**src/sv/assert_macros.svh**
```systemverilog
// -----------------------------------------------------------------------------
// assert_macros.svh
// Shared concurrent assertion macros, clocked on clk and disabled while
// rst_n is low.
// -----------------------------------------------------------------------------
`ifndef ASSERT_MACROS_SVH
`define ASSERT_MACROS_SVH

// Check a property on every rising clock edge outside reset
`define SFCC_ASSERT(label, prop, msg) \
    label: assert property (@(posedge clk) disable iff (!rst_n) (prop)) \
        else $error(msg);

// Check that a condition never holds outside reset
`define SFCC_NEVER(label, cond, msg) \
    label: assert property (@(posedge clk) disable iff (!rst_n) !(cond)) \
        else $error(msg);

`endif

```
**src/sv/sfcc_pkg.sv**
```systemverilog
// -----------------------------------------------------------------------------
// sfcc_pkg
// Types, widths, register codes, reset values and the CRC-8 column table
// shared by the sensor frame check and scale block.
// -----------------------------------------------------------------------------
`timescale 1ns / 1ps

package sfcc_pkg;

    localparam int BYTE_W      = 8;
    localparam int READING_W   = 16;
    localparam int GAIN_W      = 20;
    localparam int OFFSET_W    = 21;
    localparam int SCALED_W    = 22;
    localparam int CFG_DATA_W  = 21;
    localparam int CFG_INDEX_W = 2;
    localparam int SCALE_SHIFT = 16;
    localparam int PRODUCT_W   = READING_W + GAIN_W;
    localparam int TERM_W      = PRODUCT_W - SCALE_SHIFT;

    // Configuration register indexes
    typedef enum logic [CFG_INDEX_W-1:0] {
        REG_TEMP_GAIN   = 2'd0,
        REG_TEMP_OFFSET = 2'd1,
        REG_HUM_GAIN    = 2'd2,
        REG_HUM_OFFSET  = 2'd3
    } cfg_reg_t;

    // Reading kind codes
    typedef enum logic {
        KIND_TEMPERATURE = 1'b0,
        KIND_HUMIDITY    = 1'b1
    } kind_t;

    // Result status codes
    typedef enum logic {
        STATUS_OK      = 1'b0,
        STATUS_CRC_ERR = 1'b1
    } status_t;

    // Reset values of the coefficient registers
    localparam logic [GAIN_W-1:0]          TEMP_GAIN_RST   = 20'd44984;
    localparam logic signed [OFFSET_W-1:0] TEMP_OFFSET_RST = -21'sd11994;
    localparam logic [GAIN_W-1:0]          HUM_GAIN_RST    = 20'd32000;
    localparam logic signed [OFFSET_W-1:0] HUM_OFFSET_RST  = -21'sd1536;

    // Gain and offset for one reading kind
    typedef struct packed {
        logic [GAIN_W-1:0]          gain;
        logic signed [OFFSET_W-1:0] offset;
    } coef_t;

    // CRC-8 (poly 0x31, init 0, MSB first) is linear in the reading: entry i
    // is the CRC of a reading with only bit i set.
    localparam logic [BYTE_W-1:0] CRC_COLUMN [READING_W] = '{
        8'h31, 8'h62, 8'hC4, 8'hB9, 8'h43, 8'h86, 8'h3D, 8'h7A,
        8'hF4, 8'hD9, 8'h83, 8'h37, 8'h6E, 8'hDC, 8'h89, 8'h23
    };

endpackage

```
**src/sv/sensor_frame_crc_check_and_scale.sv**
```systemverilog
// -----------------------------------------------------------------------------
// sensor_frame_crc_check_and_scale
// Checks a three-byte sensor reply against its CRC-8 and scales the reading
// with per-kind gain and offset.
//
// Usage:
//   Input channel (in_valid/in_ready) carries high_byte, low_byte,
//   check_byte and reading_kind. Output channel (out_valid/out_ready)
//   carries status, raw_reading and scaled_value, one result per reply.
//   A reply is captured into the input register on its transfer; CRC and
//   scaling run between the input register and the result register, so a
//   result is offered once its reply has moved from the input register into
//   the result register; that move waits while an earlier result is stalled.
//   Throughput is one reply per cycle while out_ready stays high; the
//   multiply-add is combinational between the two registers.
//   When the receiver stalls, the result register holds and one more reply
//   can still be taken into the input register; in_ready drops only when
//   both registers are full and out_ready is low.
//   Reset empties both registers and loads the default gains and offsets.
//   Write coefficients through cfg_we/cfg_index/cfg_data while idle.
// -----------------------------------------------------------------------------
`timescale 1ns / 1ps
`include "assert_macros.svh"

module sensor_frame_crc_check_and_scale (
    input  logic                                 clk,
    input  logic                                 rst_n,
    // Configuration write port
    input  logic                                 cfg_we,
    input  logic [sfcc_pkg::CFG_INDEX_W-1:0]     cfg_index,
    input  logic [sfcc_pkg::CFG_DATA_W-1:0]      cfg_data,
    // Input channel
    input  logic                                 in_valid,
    output logic                                 in_ready,
    input  logic [sfcc_pkg::BYTE_W-1:0]          high_byte,
    input  logic [sfcc_pkg::BYTE_W-1:0]          low_byte,
    input  logic [sfcc_pkg::BYTE_W-1:0]          check_byte,
    input  logic                                 reading_kind,
    // Output channel
    output logic                                 out_valid,
    input  logic                                 out_ready,
    output logic                                 status,
    output logic [sfcc_pkg::READING_W-1:0]       raw_reading,
    output logic signed [sfcc_pkg::SCALED_W-1:0] scaled_value
);
    import sfcc_pkg::*;

    logic                       s1_valid_reg;
    logic [READING_W-1:0]       s1_reading_reg;
    logic [BYTE_W-1:0]          s1_check_reg;
    logic                       s1_kind_reg;

    logic                       out_valid_reg;
    logic                       status_reg;
    logic [READING_W-1:0]       raw_reg;
    logic signed [SCALED_W-1:0] scaled_reg;

    logic                       advance;
    logic                       in_xfer;
    logic                       crc_ok;
    coef_t                      coef;
    logic signed [SCALED_W-1:0] scaled_next;
    logic                       status_next;

    // Move a result forward when the result register is empty or drains
    assign advance  = !out_valid_reg || out_ready;
    assign in_ready = !s1_valid_reg || advance;
    assign in_xfer  = in_valid && in_ready;

    // Hold the input register valid flag
    always_ff @(posedge clk or negedge rst_n)
    begin
        if (!rst_n)
        begin
            s1_valid_reg <= 1'b0;
        end
        else if (in_ready)
        begin
            s1_valid_reg <= in_valid;
        end
    end

    // Capture the reply on an input transfer
    always_ff @(posedge clk)
    begin
        if (in_xfer)
        begin
            s1_reading_reg <= {high_byte, low_byte};
            s1_check_reg   <= check_byte;
            s1_kind_reg    <= reading_kind;
        end
    end

    sfcc_cfg_regs u_cfg_regs (
        .clk       (clk),
        .rst_n     (rst_n),
        .cfg_we    (cfg_we),
        .cfg_index (cfg_index),
        .cfg_data  (cfg_data),
        .kind      (s1_kind_reg),
        .coef      (coef)
    );

    sfcc_crc8 u_crc8 (
        .reading    (s1_reading_reg),
        .check_byte (s1_check_reg),
        .crc_ok     (crc_ok)
    );

    sfcc_scale u_scale (
        .reading (s1_reading_reg),
        .coef    (coef),
        .crc_ok  (crc_ok),
        .scaled  (scaled_next)
    );

    assign status_next = crc_ok ? STATUS_OK : STATUS_CRC_ERR;

    // Hold the result register valid flag
    always_ff @(posedge clk or negedge rst_n)
    begin
        if (!rst_n)
        begin
            out_valid_reg <= 1'b0;
        end
        else if (advance)
        begin
            out_valid_reg <= s1_valid_reg;
        end
    end

    // Load the result when it advances
    always_ff @(posedge clk)
    begin
        if (advance && s1_valid_reg)
        begin
            status_reg <= status_next;
            raw_reg    <= s1_reading_reg;
            scaled_reg <= scaled_next;
        end
    end

    assign out_valid    = out_valid_reg;
    assign status       = status_reg;
    assign raw_reading  = raw_reg;
    assign scaled_value = scaled_reg;

    // A failed check always carries a zero value
    `SFCC_ASSERT(a_err_zero, out_valid_reg && status_reg |-> scaled_reg == '0,
        "CRC error result with nonzero scaled value")

    // A stalled input register keeps its reply
    `SFCC_ASSERT(a_s1_hold, s1_valid_reg && !advance |=>
        s1_valid_reg && $stable(s1_reading_reg) && $stable(s1_check_reg)
        && $stable(s1_kind_reg), "input register lost its reply during a stall")

    // A transfer into a full, stalled pipeline is impossible
    `SFCC_NEVER(a_no_overrun, in_xfer && s1_valid_reg && !advance,
        "input transfer while both registers full")

    // A reply that advances becomes a valid result
    `SFCC_ASSERT(a_advance_lands, advance && s1_valid_reg |=> out_valid_reg,
        "advanced reply did not reach the result register")

endmodule

```
**src/sv/sfcc_cfg_regs.sv**
```systemverilog
// -----------------------------------------------------------------------------
// sfcc_cfg_regs
// Gain and offset registers for both reading kinds, with the per-kind
// coefficient select.
// -----------------------------------------------------------------------------
`timescale 1ns / 1ps

module sfcc_cfg_regs (
    input  logic                               clk,
    input  logic                               rst_n,
    input  logic                               cfg_we,
    input  logic [sfcc_pkg::CFG_INDEX_W-1:0]   cfg_index,
    input  logic [sfcc_pkg::CFG_DATA_W-1:0]    cfg_data,
    input  logic                               kind,
    output sfcc_pkg::coef_t                    coef
);
    import sfcc_pkg::*;

    logic [GAIN_W-1:0]          temp_gain_reg;
    logic signed [OFFSET_W-1:0] temp_offset_reg;
    logic [GAIN_W-1:0]          hum_gain_reg;
    logic signed [OFFSET_W-1:0] hum_offset_reg;

    // Write the addressed register, keeping the low bits of its field width
    always_ff @(posedge clk or negedge rst_n)
    begin
        if (!rst_n)
        begin
            temp_gain_reg   <= TEMP_GAIN_RST;
            temp_offset_reg <= TEMP_OFFSET_RST;
            hum_gain_reg    <= HUM_GAIN_RST;
            hum_offset_reg  <= HUM_OFFSET_RST;
        end
        else if (cfg_we)
        begin
            case (cfg_reg_t'(cfg_index))
                REG_TEMP_GAIN:   temp_gain_reg   <= cfg_data[GAIN_W-1:0];
                REG_TEMP_OFFSET: temp_offset_reg <= $signed(cfg_data[OFFSET_W-1:0]);
                REG_HUM_GAIN:    hum_gain_reg    <= cfg_data[GAIN_W-1:0];
                REG_HUM_OFFSET:  hum_offset_reg  <= $signed(cfg_data[OFFSET_W-1:0]);
                default:         ;
            endcase
        end
    end

    // Select the coefficients of the requested kind
    always_comb
    begin
        case (kind_t'(kind))
            KIND_HUMIDITY:
            begin
                coef.gain   = hum_gain_reg;
                coef.offset = hum_offset_reg;
            end
            default:
            begin
                coef.gain   = temp_gain_reg;
                coef.offset = temp_offset_reg;
            end
        endcase
    end

endmodule

```
**src/sv/sfcc_crc8.sv**
```systemverilog
// -----------------------------------------------------------------------------
// sfcc_crc8
// CRC-8 of the 16-bit reading (poly x^8+x^5+x^4+1, init 0, no reflection)
// compared against the received check byte.
// -----------------------------------------------------------------------------
`timescale 1ns / 1ps

module sfcc_crc8 (
    input  logic [sfcc_pkg::READING_W-1:0] reading,
    input  logic [sfcc_pkg::BYTE_W-1:0]    check_byte,
    output logic                           crc_ok
);
    import sfcc_pkg::*;

    logic [BYTE_W-1:0] crc;

    // Fold in the column of every set reading bit
    always_comb
    begin
        crc = '0;
        for (int i = 0; i < READING_W; i++)
        begin
            if (reading[i])
            begin
                crc = crc ^ CRC_COLUMN[i];
            end
        end
    end

    assign crc_ok = (crc == check_byte);

endmodule

```
**src/sv/sfcc_scale.sv**
```systemverilog
// -----------------------------------------------------------------------------
// sfcc_scale
// Linear scaling of the reading: (reading * gain) >> 16 plus offset, forced
// to zero when the check byte does not match.
// -----------------------------------------------------------------------------
`timescale 1ns / 1ps

module sfcc_scale (
    input  logic [sfcc_pkg::READING_W-1:0]       reading,
    input  sfcc_pkg::coef_t                      coef,
    input  logic                                 crc_ok,
    output logic signed [sfcc_pkg::SCALED_W-1:0] scaled
);
    import sfcc_pkg::*;

    logic [PRODUCT_W-1:0]       product;
    logic [TERM_W-1:0]          term;
    logic signed [SCALED_W-1:0] sum;

    // Multiply, drop the fraction, add the sign-extended offset
    assign product = PRODUCT_W'(reading) * PRODUCT_W'(coef.gain);
    assign term    = product[PRODUCT_W-1:SCALE_SHIFT];
    assign sum     = $signed({{(SCALED_W-TERM_W){1'b0}}, term})
                   + $signed({{(SCALED_W-OFFSET_W){coef.offset[OFFSET_W-1]}}, coef.offset});

    // Zero the value on a check failure
    assign scaled = crc_ok ? sum : '0;

endmodule
```
**config.mk**
```make
export PLATFORM = sky130hd
export DESIGN_NAME = sensor_frame_crc_check_and_scale
export DESIGN_NICKNAME = d
export VERILOG_FILES = /design/src/sv/sfcc_pkg.sv /design/src/sv/sensor_frame_crc_check_and_scale.sv /design/src/sv/sfcc_cfg_regs.sv /design/src/sv/sfcc_crc8.sv /design/src/sv/sfcc_scale.sv
export VERILOG_INCLUDE_DIRS = /design/src /design/src/sv
export SDC_FILE = /design/constraint.sdc
export NUM_CORES = 1
export LEC_CHECK = 0
export BUFFER_PORTS_ARGS = -buffer_cell sky130_fd_sc_hd__buf_2
export CAP_MARGIN = 15
export CORE_UTILIZATION = 50
export CTS_BUF_LIST = sky130_fd_sc_hd__clkbuf_4 sky130_fd_sc_hd__clkbuf_8
export DETAILED_ROUTE_END_ITERATION = 6
export PLACE_DENSITY = 0.63
export RECOVER_POWER = 100
export SETUP_SLACK_MARGIN = 0.4
export SLEW_MARGIN = 0
export SYNTH_ARGS = -nofsm -noshare
export SYNTH_HDL_FRONTEND = slang
export SYNTH_SLANG_ARGS = --single-unit
```
**constraint.sdc**
```tcl
create_clock -name clk -period 10.6 [get_ports clk]
set_clock_uncertainty 0.05 [all_clocks]
set_input_delay 1.06 -clock clk [delete_from_list [all_inputs] [get_ports clk]]
set_output_delay 1.06 -clock clk [all_outputs]
set_load 0.02 [all_outputs]
```
Word-level counts from Yosys, hierarchy flattened

Cells that the tools add are included.

Flip-flop bits (word level): 148
Bits in latches: 0
Bits in writable memories: 0
Memory bits (read-only): 0
Input bits: 53
Output and inout port bits: 41
Logic and storage cells: 62
Memories: 0

Add/subtract/negate cells: 1
Multiply operators: 1
Div/mod/pow operators: 0
Magnitude comparators: 0
Equal/unequal tests: 4
Shift-type cells: 0
Multiplexer cells: 18
Bitwise gates (word level): 15
Reduce and logical (&&, ||, !) cells: 11

Operators by type and width:

| operator             | count |
|---|---|
| $mux W8              | 8 |
| $mux W41             | 1 |
| $not A5 Y5           | 8 |
| $mul A16 B20 Y36     | 1 |
| $mux W7              | 4 |
| $mux W6              | 4 |
| $add A21 B21 Y22     | 1 |
| $not A3 Y3           | 5 |
| $eq A8 B8 Y1         | 1 |
| $reduce_and A2 Y1    | 4 |
| $not A2 Y3           | 2 |
| $eq A2 B2 Y1 const B | 2 |
| $eq A2 B1 Y1 const B | 1 |
| $logic_and A1 B1 Y1  | 2 |
| $logic_not A1 Y1     | 2 |
| $logic_not A2 Y1     | 1 |
| $logic_or A1 B1 Y1   | 2 |
| $mux W1              | 1 |

Depth between registers and ports, before layout

Gate-level depths: netlist of the first run.

Depth after elaboration: 33
Mapped depth: 35
Gate-level depth less buffers: 33

Hierarchy

Synthesis of the first run repeated with hierarchy kept, for this count alone.

Cell total of the unflattened synthesis: 1705
Area, all modules: 17411.7 µm²

By module, submodules not included:

| module                           | times used | cells each | area each (µm²) | sequential area each (µm²) |
|---|---|---|---|---|
| sfcc_scale                       | 1          | 1365       | 11333.4         | 0.0 |
| sfcc_cfg_regs                    | 1          | 222        | 3587.2          | 2100.8 |
| sensor_frame_crc_check_and_scale | 1          | 73         | 2029.4          | 1971.9 |
| sfcc_crc8                        | 1          | 45         | 461.7           | 0.0 |

Worst setup path after synthesis of the first run

OpenSTA, ideal clock, no wires.

Path type: register -> register
Start point: reg s1_kind_reg
End point: reg scaled_reg[20] (netlist: scaled_value[20]) (data pin)
Setup time: 0.140 ns
Data arrival time: 8.444 ns
Data required time: 10.410 ns
Setup slack: 1.966 ns
Cell stages (with the launch flop): 35
Path buffers: 3
Clock period less this slack: 8.634 ns
Cells stage by stage: edfxtp_1 > clkbuf_1 > buf_1 > mux2_2 > clkbuf_1 > and2_1 > fa_1 > inv_1 > fa_1 > fa_1 > fa_1 > inv_1 > fa_1 > inv_1 > fa_1 > inv_1 > ha_1 > nand2_1 > a21oi_1 > a221oi_1 > a21oi_1 > a221oi_1 > nand2b_1 > a21oi_1 > xnor2_1 > ha_1 > fa_1 > a211oi_1 > nor2_1 > o21ai_1 > o311ai_0 > o41ai_1 > o22ai_1 > or3_1 > a21oi_2

Cells in the longest elaborated chain, start to end: 3

RTL lines:

| what                     | RTL line                                | RTL |
|---|---|---|
| start: declaration       | sensor_frame_crc_check_and_scale.sv:51  | `logic s1_kind_reg;` |
| start signal: assignment | sensor_frame_crc_check_and_scale.sv:90  | `s1_kind_reg <= reading_kind;` |
| $mux W41 (*)             | sfcc_cfg_regs.sv:49                     | `case (kind_t'(kind))` |
| $mul A16 B20 Y36         | sfcc_scale.sv:21                        | `assign product = PRODUCT_W'(reading) * PRODUCT_W'(coef.gain);` |
| $add A21 B21 Y22 (*)     | sfcc_scale.sv:24                        | `+ $signed({{(SCALED_W-OFFSET_W){coef.offset[OFFSET_W-1]}}, coef.offset});` |
| end signal: assignment   | sensor_frame_crc_check_and_scale.sv:139 | `scaled_reg <= scaled_next;` |
| end: declaration         | sensor_frame_crc_check_and_scale.sv:56  | `logic signed [SCALED_W-1:0] scaled_reg;` |

Every way passes the cells marked *; elsewhere a longest branch is shown, timed or not.
A chain may end at the register's enable or synchronous reset.

Worst setup path after layout of the first run

Start point: reg s1_reading_reg[7]
End point: reg scaled_reg[20] (netlist: scaled_value[20]) (data pin)

Cells in the longest elaborated chain, start to end: 14
Elaborated cells on any way between the ends: 20
Those cells by class: add/sub: 1; mul: 1; eq/ne: 1; mux: 9; bitwise: 8

RTL lines:

| what                                                      | RTL line                               | RTL |
|---|---|---|
| start: declaration                                        | sensor_frame_crc_check_and_scale.sv:49 | `logic [READING_W-1:0] s1_reading_reg;` |
| start signal: assignment                                  | sensor_frame_crc_check_and_scale.sv:88 | `s1_reading_reg <= {high_byte, low_byte};` |
| branches (longest 14 deep; another with $mul A16 B20 Y36) | n/a                                    |  |

Parallel ways; which one is timed is not known.

==> results of run 1 <==
==> stage by stage <==
step                area (sq um)  instances
CTS                        18400       2179
finish                     18300       2179
floorplan                  17100       1653
detailed placement         18000       2147
global route               18300       2179
global placement           18000       2147
==> cells in the mapped netlist (22+ instances only) <==
cell / number / area, sq um
fa_1: 250 / 5000
mux2_2: 122 / 1370
inv_1: 293 / 1100
a21oi_1: 27 / 135
nand2_1: 203 / 762
nor2_1: 28 / 105
xor2_1: 22 / 193
o21ai_0: 24 / 120
and2_1: 149 / 932
edfxtp_1: 64 / 1920
dfstp_2: 39 / 1020
ha_1: 127 / 1590
clkbuf_1: 62 / 233
xnor2_1: 47 / 412
dfrtp_1: 45 / 1130
==> cells by family after synthesis <==
| logic type | synth area share (%) |
|---|---|
| simple gates | 13.0 |
| fa+ha+maj | 38.6 |
| buf+inv | 8.09 |
| flops | 23.8 |
| mux | 8.10 |
| compound gates | 4.70 |
| xor+xnor | 3.63 |
==> layout make-up <==
cell class	count	share of cell area (%)
clock buffer	20	1.47
clock inverter	12	0.841
tap	448	3.06
multi-input combinational	1140	63.5
inverter	294	6.03
sequential	148	22.3
timing repair buffer	117	2.83
==> worst min path at each step <==
| stage | from | end | slack (ps) |
|---|---|---|---|
| floorplan | s1_reading_reg[10] | raw_reading[10] | 370 |
| global placement | s1_valid_reg | out_valid | 410 |
| detailed placement | s1_valid_reg | out_valid | 430 |
| CTS | rst_n | u_cfg_regs.temp_gain_reg[19] | 340 |
| global route | u_cfg_regs.hum_offset_reg[3] | u_cfg_regs.hum_offset_reg[3] | 470 |
| finish | s1_valid_reg | out_valid | 450 |
==> layer usage <==
layer	part of all wire [%]	vias to the layer above	GRT usage, %
met1	42	5895	31.6
met2	51	311	43.9
met4	2.3	0	7.53
met3	4.8	61	3.16
met5	0	-	0
li1	-	5304	-
==> run_results.csv, run 1 <==
group,metric,value,unit
layout,layout-drive-gt1-share,14.6,%
clocking,postCtsHoldBufs,0,
timing,tns,0,ps
critical_path,crit_start,"s1_reading_reg[7]",
clocking,cts_buffer_depth,2,
routing,drt_iter0_markers,620,
floorplanning,rows,67,
placed_design,dp_hpwl,31.3,mm
clocking,cts_root_buf,"clkbuf_8",
timing,hold_viol_final,0,
clocking,cts_made_buffers,17,
synthesis,synthArstFlopShare,56.8,%
synthesis,yosysSeqAreaShare,23.8,%
run_status,violations,"max-capacitance violations, max-slew violations",
global_routing,grt_pass1_wl,66.7,mm
layout,final_nets,2148,
critical_path,path_buf_inv,6,
routing,first_pass_iters,5,
critical_path,path_delay_family,"adder cells",
timing,tightest_slew,3960,ps
timing,post-route-period-util,90.9,%
floorplanning,coreArea,0.0335,sq mm
run_status,status,"finished, violations left",
clocking,clk_latency,460,ps
critical_path,r2r_slack,970,ps
critical_path,cpMaxStageDelayCell,"clkbuf_1",
global_routing,grt_pass1_vias,12525,
floorplanning,dieArea,0.0349,sq mm
clocking,cts_resized,0,
clocking,cts_sinks,148,
clocking,postCtsSetupRepairBufs,0,
clocking,htree_levels,4,
timing,clock.fmax,104,MHz
layout,multi_input_area,0.0116,sq mm
clocking,path_clk_slew,90,ps
routing,viasPerCell,5.31,
layout,final_cell_mix,"inv_1 (293), fa_1 (250), nand2_1 (203)",
layout,n_antenna_cell,0,
layout,seqCellArea,0.00407,sq mm
critical_path,cp.required,10860,ps
critical_path,cp.depth,31,
synthesis,synth_edf_count,64,
critical_path,regToRegEndpoint,"scaled_value[20]",
critical_path,crit_top_cell,"fa_1",
timing,maxSlewViolCount,188,
placed_design,place_congestion,0.923,
timing,finalWorstSetupSlack,966,ps
timing,rsz0062_at_grt,"no",
floorplanning,die_w,187,um
timing,hold_ws,449,ps
placed_design,numPortBuffers,93,
hold_path,hold_path.class,"register to register",
synthesis,synth_area_per_cell,10.3,sq um
critical_path,slowest_delay,1210,ps
floorplanning,ios,94,
global_routing,antenna_found_initial,0,
layout,fillers,3051,
critical_path,r2r-start,"s1_reading_reg[7]",
synthesis,yosys_most_used_dff,"edfxtp_1",
floorplanning,die_y,187,um
layout,fin_util,54.6,%
timing,slew_headroom,-164,%
critical_path,worstSetupPathType,"register to register",
synthesis,syn_area,0.0171,sq mm
hold_path,holdPathStages,1,
routing,drt-total-wl,41.4,mm
floorplanning,initial_utilization,50.9,%
job,max_cap_violations,7,
synthesis,synth-seq-cells,148,
synthesis,synth_cell_type_count,55,
critical_path,crit_path_end,"scaled_value[20]",
timing,fin_crit,9630,ps
synthesis,yosysWarnings,0,
routing,ant_nets,0,
global_routing,overflow,0,
critical_path,rr_worst_depth,31,
clocking,cts_tree,"yes",
routing,vias,11571,
critical_path,setup.worst_path.start_class,"register",
synthesis,synth_fp_nets,2083,
global_routing,grt_max_degree,76,
layout,largest_register_ff_count,22,
global_routing,grt_usage,24.8,%
placed_design,pre_cts_ws,1220,ps
layout,area_growth,7.17,%
synthesis,netlist_instances,1653,
routing,routedWlPerCell,19.0,um
timing,setup_viol,0,
layout,mostFrequentLayoutCell,"inv_1",
routing,drcViolationCount,0,
critical_path,cp-end-kind,"register",
critical_path,critPathMaxFanout,23,
critical_path,cp.arrival,9890,ps
Power of run 1 is left out: the tool's default activity adds up to more than one toggle a clock period on the data nets, which glitch-free logic cannot reach.
==> inputs of run 2 (changes only) <==
--- a/config.mk
+++ b/config.mk
@@ -8,6 +8,7 @@
 export LEC_CHECK = 0
 export BUFFER_PORTS_ARGS = -buffer_cell sky130_fd_sc_hd__buf_2
 export CAP_MARGIN = 15
+export CORE_MARGIN = 2
 export CORE_UTILIZATION = 50
 export CTS_BUF_LIST = sky130_fd_sc_hd__clkbuf_4 sky130_fd_sc_hd__clkbuf_8
 export DETAILED_ROUTE_END_ITERATION = 6
==> run_results.csv, run 2 (synthesis gave the netlist of run 1 again) <==
group,metric,value,unit
run_status,status,"finished, violations left",
run_status,violations,"max-capacitance violations, max-slew violations",
placed_design,place_congestion,0.861,
routing,viasPerCell,5.33,
floorplanning,ios,94,
hold_path,holdPathEnd,"u_cfg_regs.hum_gain_reg[2]",
global_routing,grt_pass1_vias,12426,
floorplanning,die_y,189,um
timing,fin_crit,9620,ps
floorplanning,dieArea,0.0356,sq mm
hold_path,hold_path.class,"register to register",
routing,first_pass_iters,5,
layout,n_antenna_cell,0,
clocking,cts_made_buffers,17,
routing,ant_nets,0,
timing,tightest_slew,4190,ps
clocking,cts_resized,0,
critical_path,cpMaxStageDelayCell,"clkbuf_1",
floorplanning,die_w,189,um
timing,finalWorstSetupSlack,976,ps
critical_path,critPathMaxFanout,23,
layout,fillers,3055,
critical_path,r2r-start,"s1_reading_reg[7]",
placed_design,dp.cells,2145,
routing,drt-total-wl,40.3,mm
clocking,cts_sinks,148,
routing,drcViolationCount,0,
job,max_cap_violations,4,
layout,final_cell_mix,"inv_1 (293), fa_1 (250), nand2_1 (203)",
routing,vias,11602,
critical_path,cp-end-kind,"register",
timing,slew_headroom,-179,%
critical_path,cp.required,10850,ps
floorplanning,rows,67,
hold_path,min_from,"u_cfg_regs.hum_gain_reg[2]",
clocking,cts_root_buf,"clkbuf_8",
critical_path,path_delay_family,"adder cells",
routing,routedWlPerCell,18.5,um
clocking,htree_levels,4,
clocking,cts_tree,"yes",
critical_path,worstSetupPathType,"register to register",
timing,maxSlewViolCount,166,
hold_path,holdPathStages,1,
critical_path,slowest_delay,1090,ps
critical_path,r2r_slack,980,ps
placed_design,pre_cts_ws,1240,ps
layout,layout-drive-gt1-share,14.6,%
placed_design,dp_hpwl,30.9,mm
layout,stdcell_count,2177,
global_routing,grt_usage,24.1,%
layout,final_nets,2146,
critical_path,regToRegEndpoint,"scaled_value[19]",
global_routing,grt_max_degree,79,
timing,tns,0,ps
layout,seqCellArea,0.00407,sq mm
clocking,clk_latency,460,ps
timing,post-route-period-util,90.8,%
layout,fin_util,54.2,%
layout,largest_register_ff_count,22,
critical_path,rr_worst_depth,29,
clocking,postCtsHoldBufs,0,
clocking,cts_buffer_depth,2,
global_routing,antenna_found_initial,0,
placed_design,numPortBuffers,93,
critical_path,path_buf_inv,6,
floorplanning,initial_utilization,50.8,%
timing,rsz0062_at_grt,"no",
timing,clock.fmax,104,MHz
timing,setup_viol,0,
timing,hold_viol_final,0,
critical_path,cp.arrival,9870,ps
critical_path,setup.worst_path.start_class,"register",
global_routing,overflow,0,
routing,drt_iter0_markers,757,
layout,mostFrequentLayoutCell,"inv_1",
floorplanning,coreArea,0.0336,sq mm
global_routing,grt_pass1_wl,66.4,mm
clocking,postCtsSetupRepairBufs,0,
layout,area_growth,6.79,%
critical_path,crit_top_cell,"fa_1",
layout,multi_input_area,0.0116,sq mm
clocking,path_clk_slew,80,ps
[run 2: how the worst max path moves through the flow]
stage	startpoint	endpoint	slack (ps)	cells after the start
floorplan	s1_kind_reg	scaled_value[20]	1970	34
finish	s1_reading_reg[7]	scaled_value[19]	980	29
global route	s1_reading_reg[2]	scaled_value[20]	440	30
CTS	s1_kind_reg	scaled_value[20]	1180	32
global placement	s1_kind_reg	scaled_value[20]	1320	32
detailed placement	s1_kind_reg	scaled_value[20]	1240	32
[run 2: layer usage]
metal  GRT usage [%]  up-vias  part of all wire [%]
li1                -     5303                     -
met1            31.9     5949                    43
met2            41.1      275                    49
met3            3.82       75                   4.5
met4            7.30        0                   3.0
met5               0        -                     0
[run 2: stage by stage]
step / instance area [sq um] / hold WS, ps
after global routing: 18200 / 478
after floorplan: 17100 / 371
final: 18200 / 456
after detailed placement: 18000 / 437
after CTS: 18400 / 458
after global placement: 18000 / 409
[run 2: area by class of cell]
class	count	share of cell area (%)
Clock buffer	21	1.52
Clock inverter	11	0.549
Inverter	294	6.05
Multi-Input combinational cell	1140	63.7
Sequential cell	148	22.3
Tap cell	448	3.07
Timing Repair Buffer	115	2.78
[run 2: worst register-to-register path: cells and delay by family (launching register included)]
family	cells	cell delay [ps]
flip-flops	1	330
XOR/XNOR	1	240
AND/OR/NAND/NOR	8	1810
buffers and inverters	6	1340
adder cells (fa/ha/maj)	8	3770
AO/OA/AOI/OAI	6	1940
Power of run 2 is left out for the same reason.
==> inputs of run 3 (changes only) <==
--- a/config.mk
+++ b/config.mk
@@ -8,14 +8,14 @@
 export LEC_CHECK = 0
 export BUFFER_PORTS_ARGS = -buffer_cell sky130_fd_sc_hd__buf_2
 export CAP_MARGIN = 15
-export CORE_MARGIN = 2
-export CORE_UTILIZATION = 50
+export CORE_UTILIZATION = 65
 export CTS_BUF_LIST = sky130_fd_sc_hd__clkbuf_4 sky130_fd_sc_hd__clkbuf_8
 export DETAILED_ROUTE_END_ITERATION = 6
-export PLACE_DENSITY = 0.63
+export PLACE_DENSITY = 0.8
 export RECOVER_POWER = 100
 export SETUP_SLACK_MARGIN = 0.4
 export SLEW_MARGIN = 0
 export SYNTH_ARGS = -nofsm -noshare
 export SYNTH_HDL_FRONTEND = slang
+export SYNTH_HIERARCHICAL = 1
 export SYNTH_SLANG_ARGS = --single-unit
==> run_results.csv, run 3 <==
group,metric,value,unit
global_routing,grt_pass1_wl,67.1,mm
placed_design,dp_hpwl,31.4,mm
synthesis,synth-seq-cells,148,
timing,post-route-period-util,91.8,%
critical_path,crit_start,"s1_kind_reg",
synthesis,yosys_most_used_dff,"edfxtp_1",
critical_path,setup.worst_path.start_class,"register",
clocking,postCtsSetupRepairBufs,0,
floorplanning,dieArea,0.0274,sq mm
critical_path,worstSetupPathType,"register to register",
clocking,cts_buffer_depth,2,
synthesis,synth_area_leaders,"fa_1 (29%), edfxtp_1 (11%), ha_1 (9.1%), mux2_2 (7.9%), dfrtp_1 (6.5%)",
synthesis,synth_fp_nets,2135,
floorplanning,coreArea,0.0261,sq mm
global_routing,grt_usage,31.2,%
critical_path,crit_top_cell,"fa_1",
global_routing,overflow,0,
routing,vias,12297,
synthesis,yosysTopAreaCell,"fa_1",
synthesis,synthArstFlopShare,56.8,%
run_status,violations,"design-rule violations, max-capacitance violations, max-slew violations",
layout,area_growth,5.69,%
run_status,status,"finished, violations left",
placed_design,place_congestion,0.990,
clocking,clk_latency,440,ps
synthesis,yosysSeqAreaShare,23.4,%
synthesis,synthTopCellsByCount,"inv_1 (298), fa_1 (250), nand2_1 (221), and2_1 (146), ha_1 (127)",
synthesis,syn_area,0.0174,sq mm
placed_design,numPortBuffers,93,
timing,clock.fmax,103,MHz
clocking,cts_resized,0,
synthesis,netlist_instances,1705,
timing,slew_headroom,-188,%
layout,mostFrequentLayoutCell,"inv_1",
global_routing,antenna_found_initial,1,
critical_path,regToRegEndpoint,"scaled_value[16]",
floorplanning,die_w,166,um
critical_path,rr_worst_depth,28,
clocking,postCtsHoldBufs,0,
critical_path,path_delay_family,"adder cells",
routing,drt_iter0_markers,809,
routing,viasPerCell,5.83,
clocking,htree_levels,4,
timing,tns,0,ps
critical_path,path_buf_inv,4,
critical_path,cp.arrival,9980,ps
routing,drt-total-wl,41.1,mm
critical_path,cp.depth,28,
timing,tightest_slew,4310,ps
clocking,cts_root_buf,"clkbuf_8",
clocking,cts_sinks,148,
critical_path,cpMaxStageDelayCell,"edfxtp_1",
synthesis,yosysWarnings,6,
floorplanning,die_y,166,um
timing,setup_viol,0,
routing,first_pass_iters,7,
floorplanning,ios,94,
global_routing,grt_max_degree,85,
timing,hold_viol_final,0,
layout,layout-drive-gt1-share,14.3,%
clocking,cts_made_buffers,17,
floorplanning,rows,59,
timing,rsz0062_at_grt,"no",
clocking,path_clk_slew,90,ps
synthesis,synth_cell_type_count,63,
critical_path,cp-end-kind,"register",
layout,fillers,1963,
synthesis,synth_area_per_cell,10.2,sq um
critical_path,critPathMaxFanout,22,
timing,fin_crit,9730,ps
routing,routedWlPerCell,19.5,um
layout,final_nets,2190,
timing,maxSlewViolCount,151,
routing,ant_nets,0,
routing,drcViolationCount,20,
synthesis,synth_edf_count,64,
synthesis,yosysMostFrequentCell,"inv_1",
critical_path,r2r-start,"s1_kind_reg",
job,max_cap_violations,3,
critical_path,crit_path_end,"scaled_value[16]",
layout,fin_util,70.4,%
critical_path,slowest_delay,1020,ps
clocking,cts_tree,"yes",
synthesis,synth_top_area_share,28.7,%
critical_path,r2r_slack,870,ps
critical_path,cp.required,10850,ps
global_routing,grt_pass1_vias,13382,
hold_path,hold_path.class,"register to register",
layout,final_cell_mix,"inv_1 (298), fa_1 (250), nand2_1 (221)",
floorplanning,initial_utilization,66.6,%
layout,largest_register_ff_count,22,
-- run 3: final cells by class --
cell class | count | area, sq um | area share (%)
Clock buffer | 19 | 255 | 1.39
Tap cell | 335 | 419 | 2.28
Multi-Input combinational cell | 1186 | 11900 | 64.6
Sequential cell | 148 | 4070 | 22.1
Inverter | 298 | 1120 | 6.08
Antenna cell | 1 | 2.50 | 0.0136
Clock inverter | 13 | 146 | 0.795
Timing Repair Buffer | 109 | 495 | 2.69
-- run 3: stage by stage --
stage,hold slack [ps],cells,area (sq um),setup slack (ps)
after floorplan,404,1705,17400,2740
after CTS,401,2108,18500,1150
final,401,2109,18400,868
after global placement,382,2076,18100,1420
after global routing,410,2108,18400,380
after detailed placement,387,2076,18100,1170
-- run 3: logic make-up after synthesis --
kind of cell | share of synthesized area [%]
AO/OA/AOI/OAI | 5.20
XOR/XNOR | 3.69
adder cells (fa/ha/maj) | 37.9
buffers and inverters | 8.13
flip-flops | 23.4
multiplexers | 8.18
AND/OR/NAND/NOR | 13.5
-- run 3: metal layers --
metal / share of wire, % / vias to the layer above / global-route usage (%)
met5: 0 / - / 0
met4: 3.0 / 0 / 11.3
met3: 5.1 / 95 / 3.87
met2: 53 / 449 / 56.4
met1: 39 / 6265 / 38.4
li1: - / 5488 / -
-- run 3: worst min path at each step --
stage / startpoint / end / slack, ps / cells after the start
2_1_floorplan: u_cfg_regs/temp_gain_reg[12] / u_cfg_regs/temp_gain_reg[12] / 400 / 1
3_3_place_gp: s1_reading_reg[11] / raw_reading[11] / 380 / 0
3_5_place_dp: s1_reading_reg[11] / raw_reading[11] / 390 / 0
4_1_cts: s1_reading_reg[11] / raw_reading[11] / 400 / 0
5_1_grt: s1_reading_reg[11] / raw_reading[11] / 410 / 0
6_report: s1_reading_reg[11] / raw_reading[11] / 400 / 0
Power of run 3 is left out for the same reason.
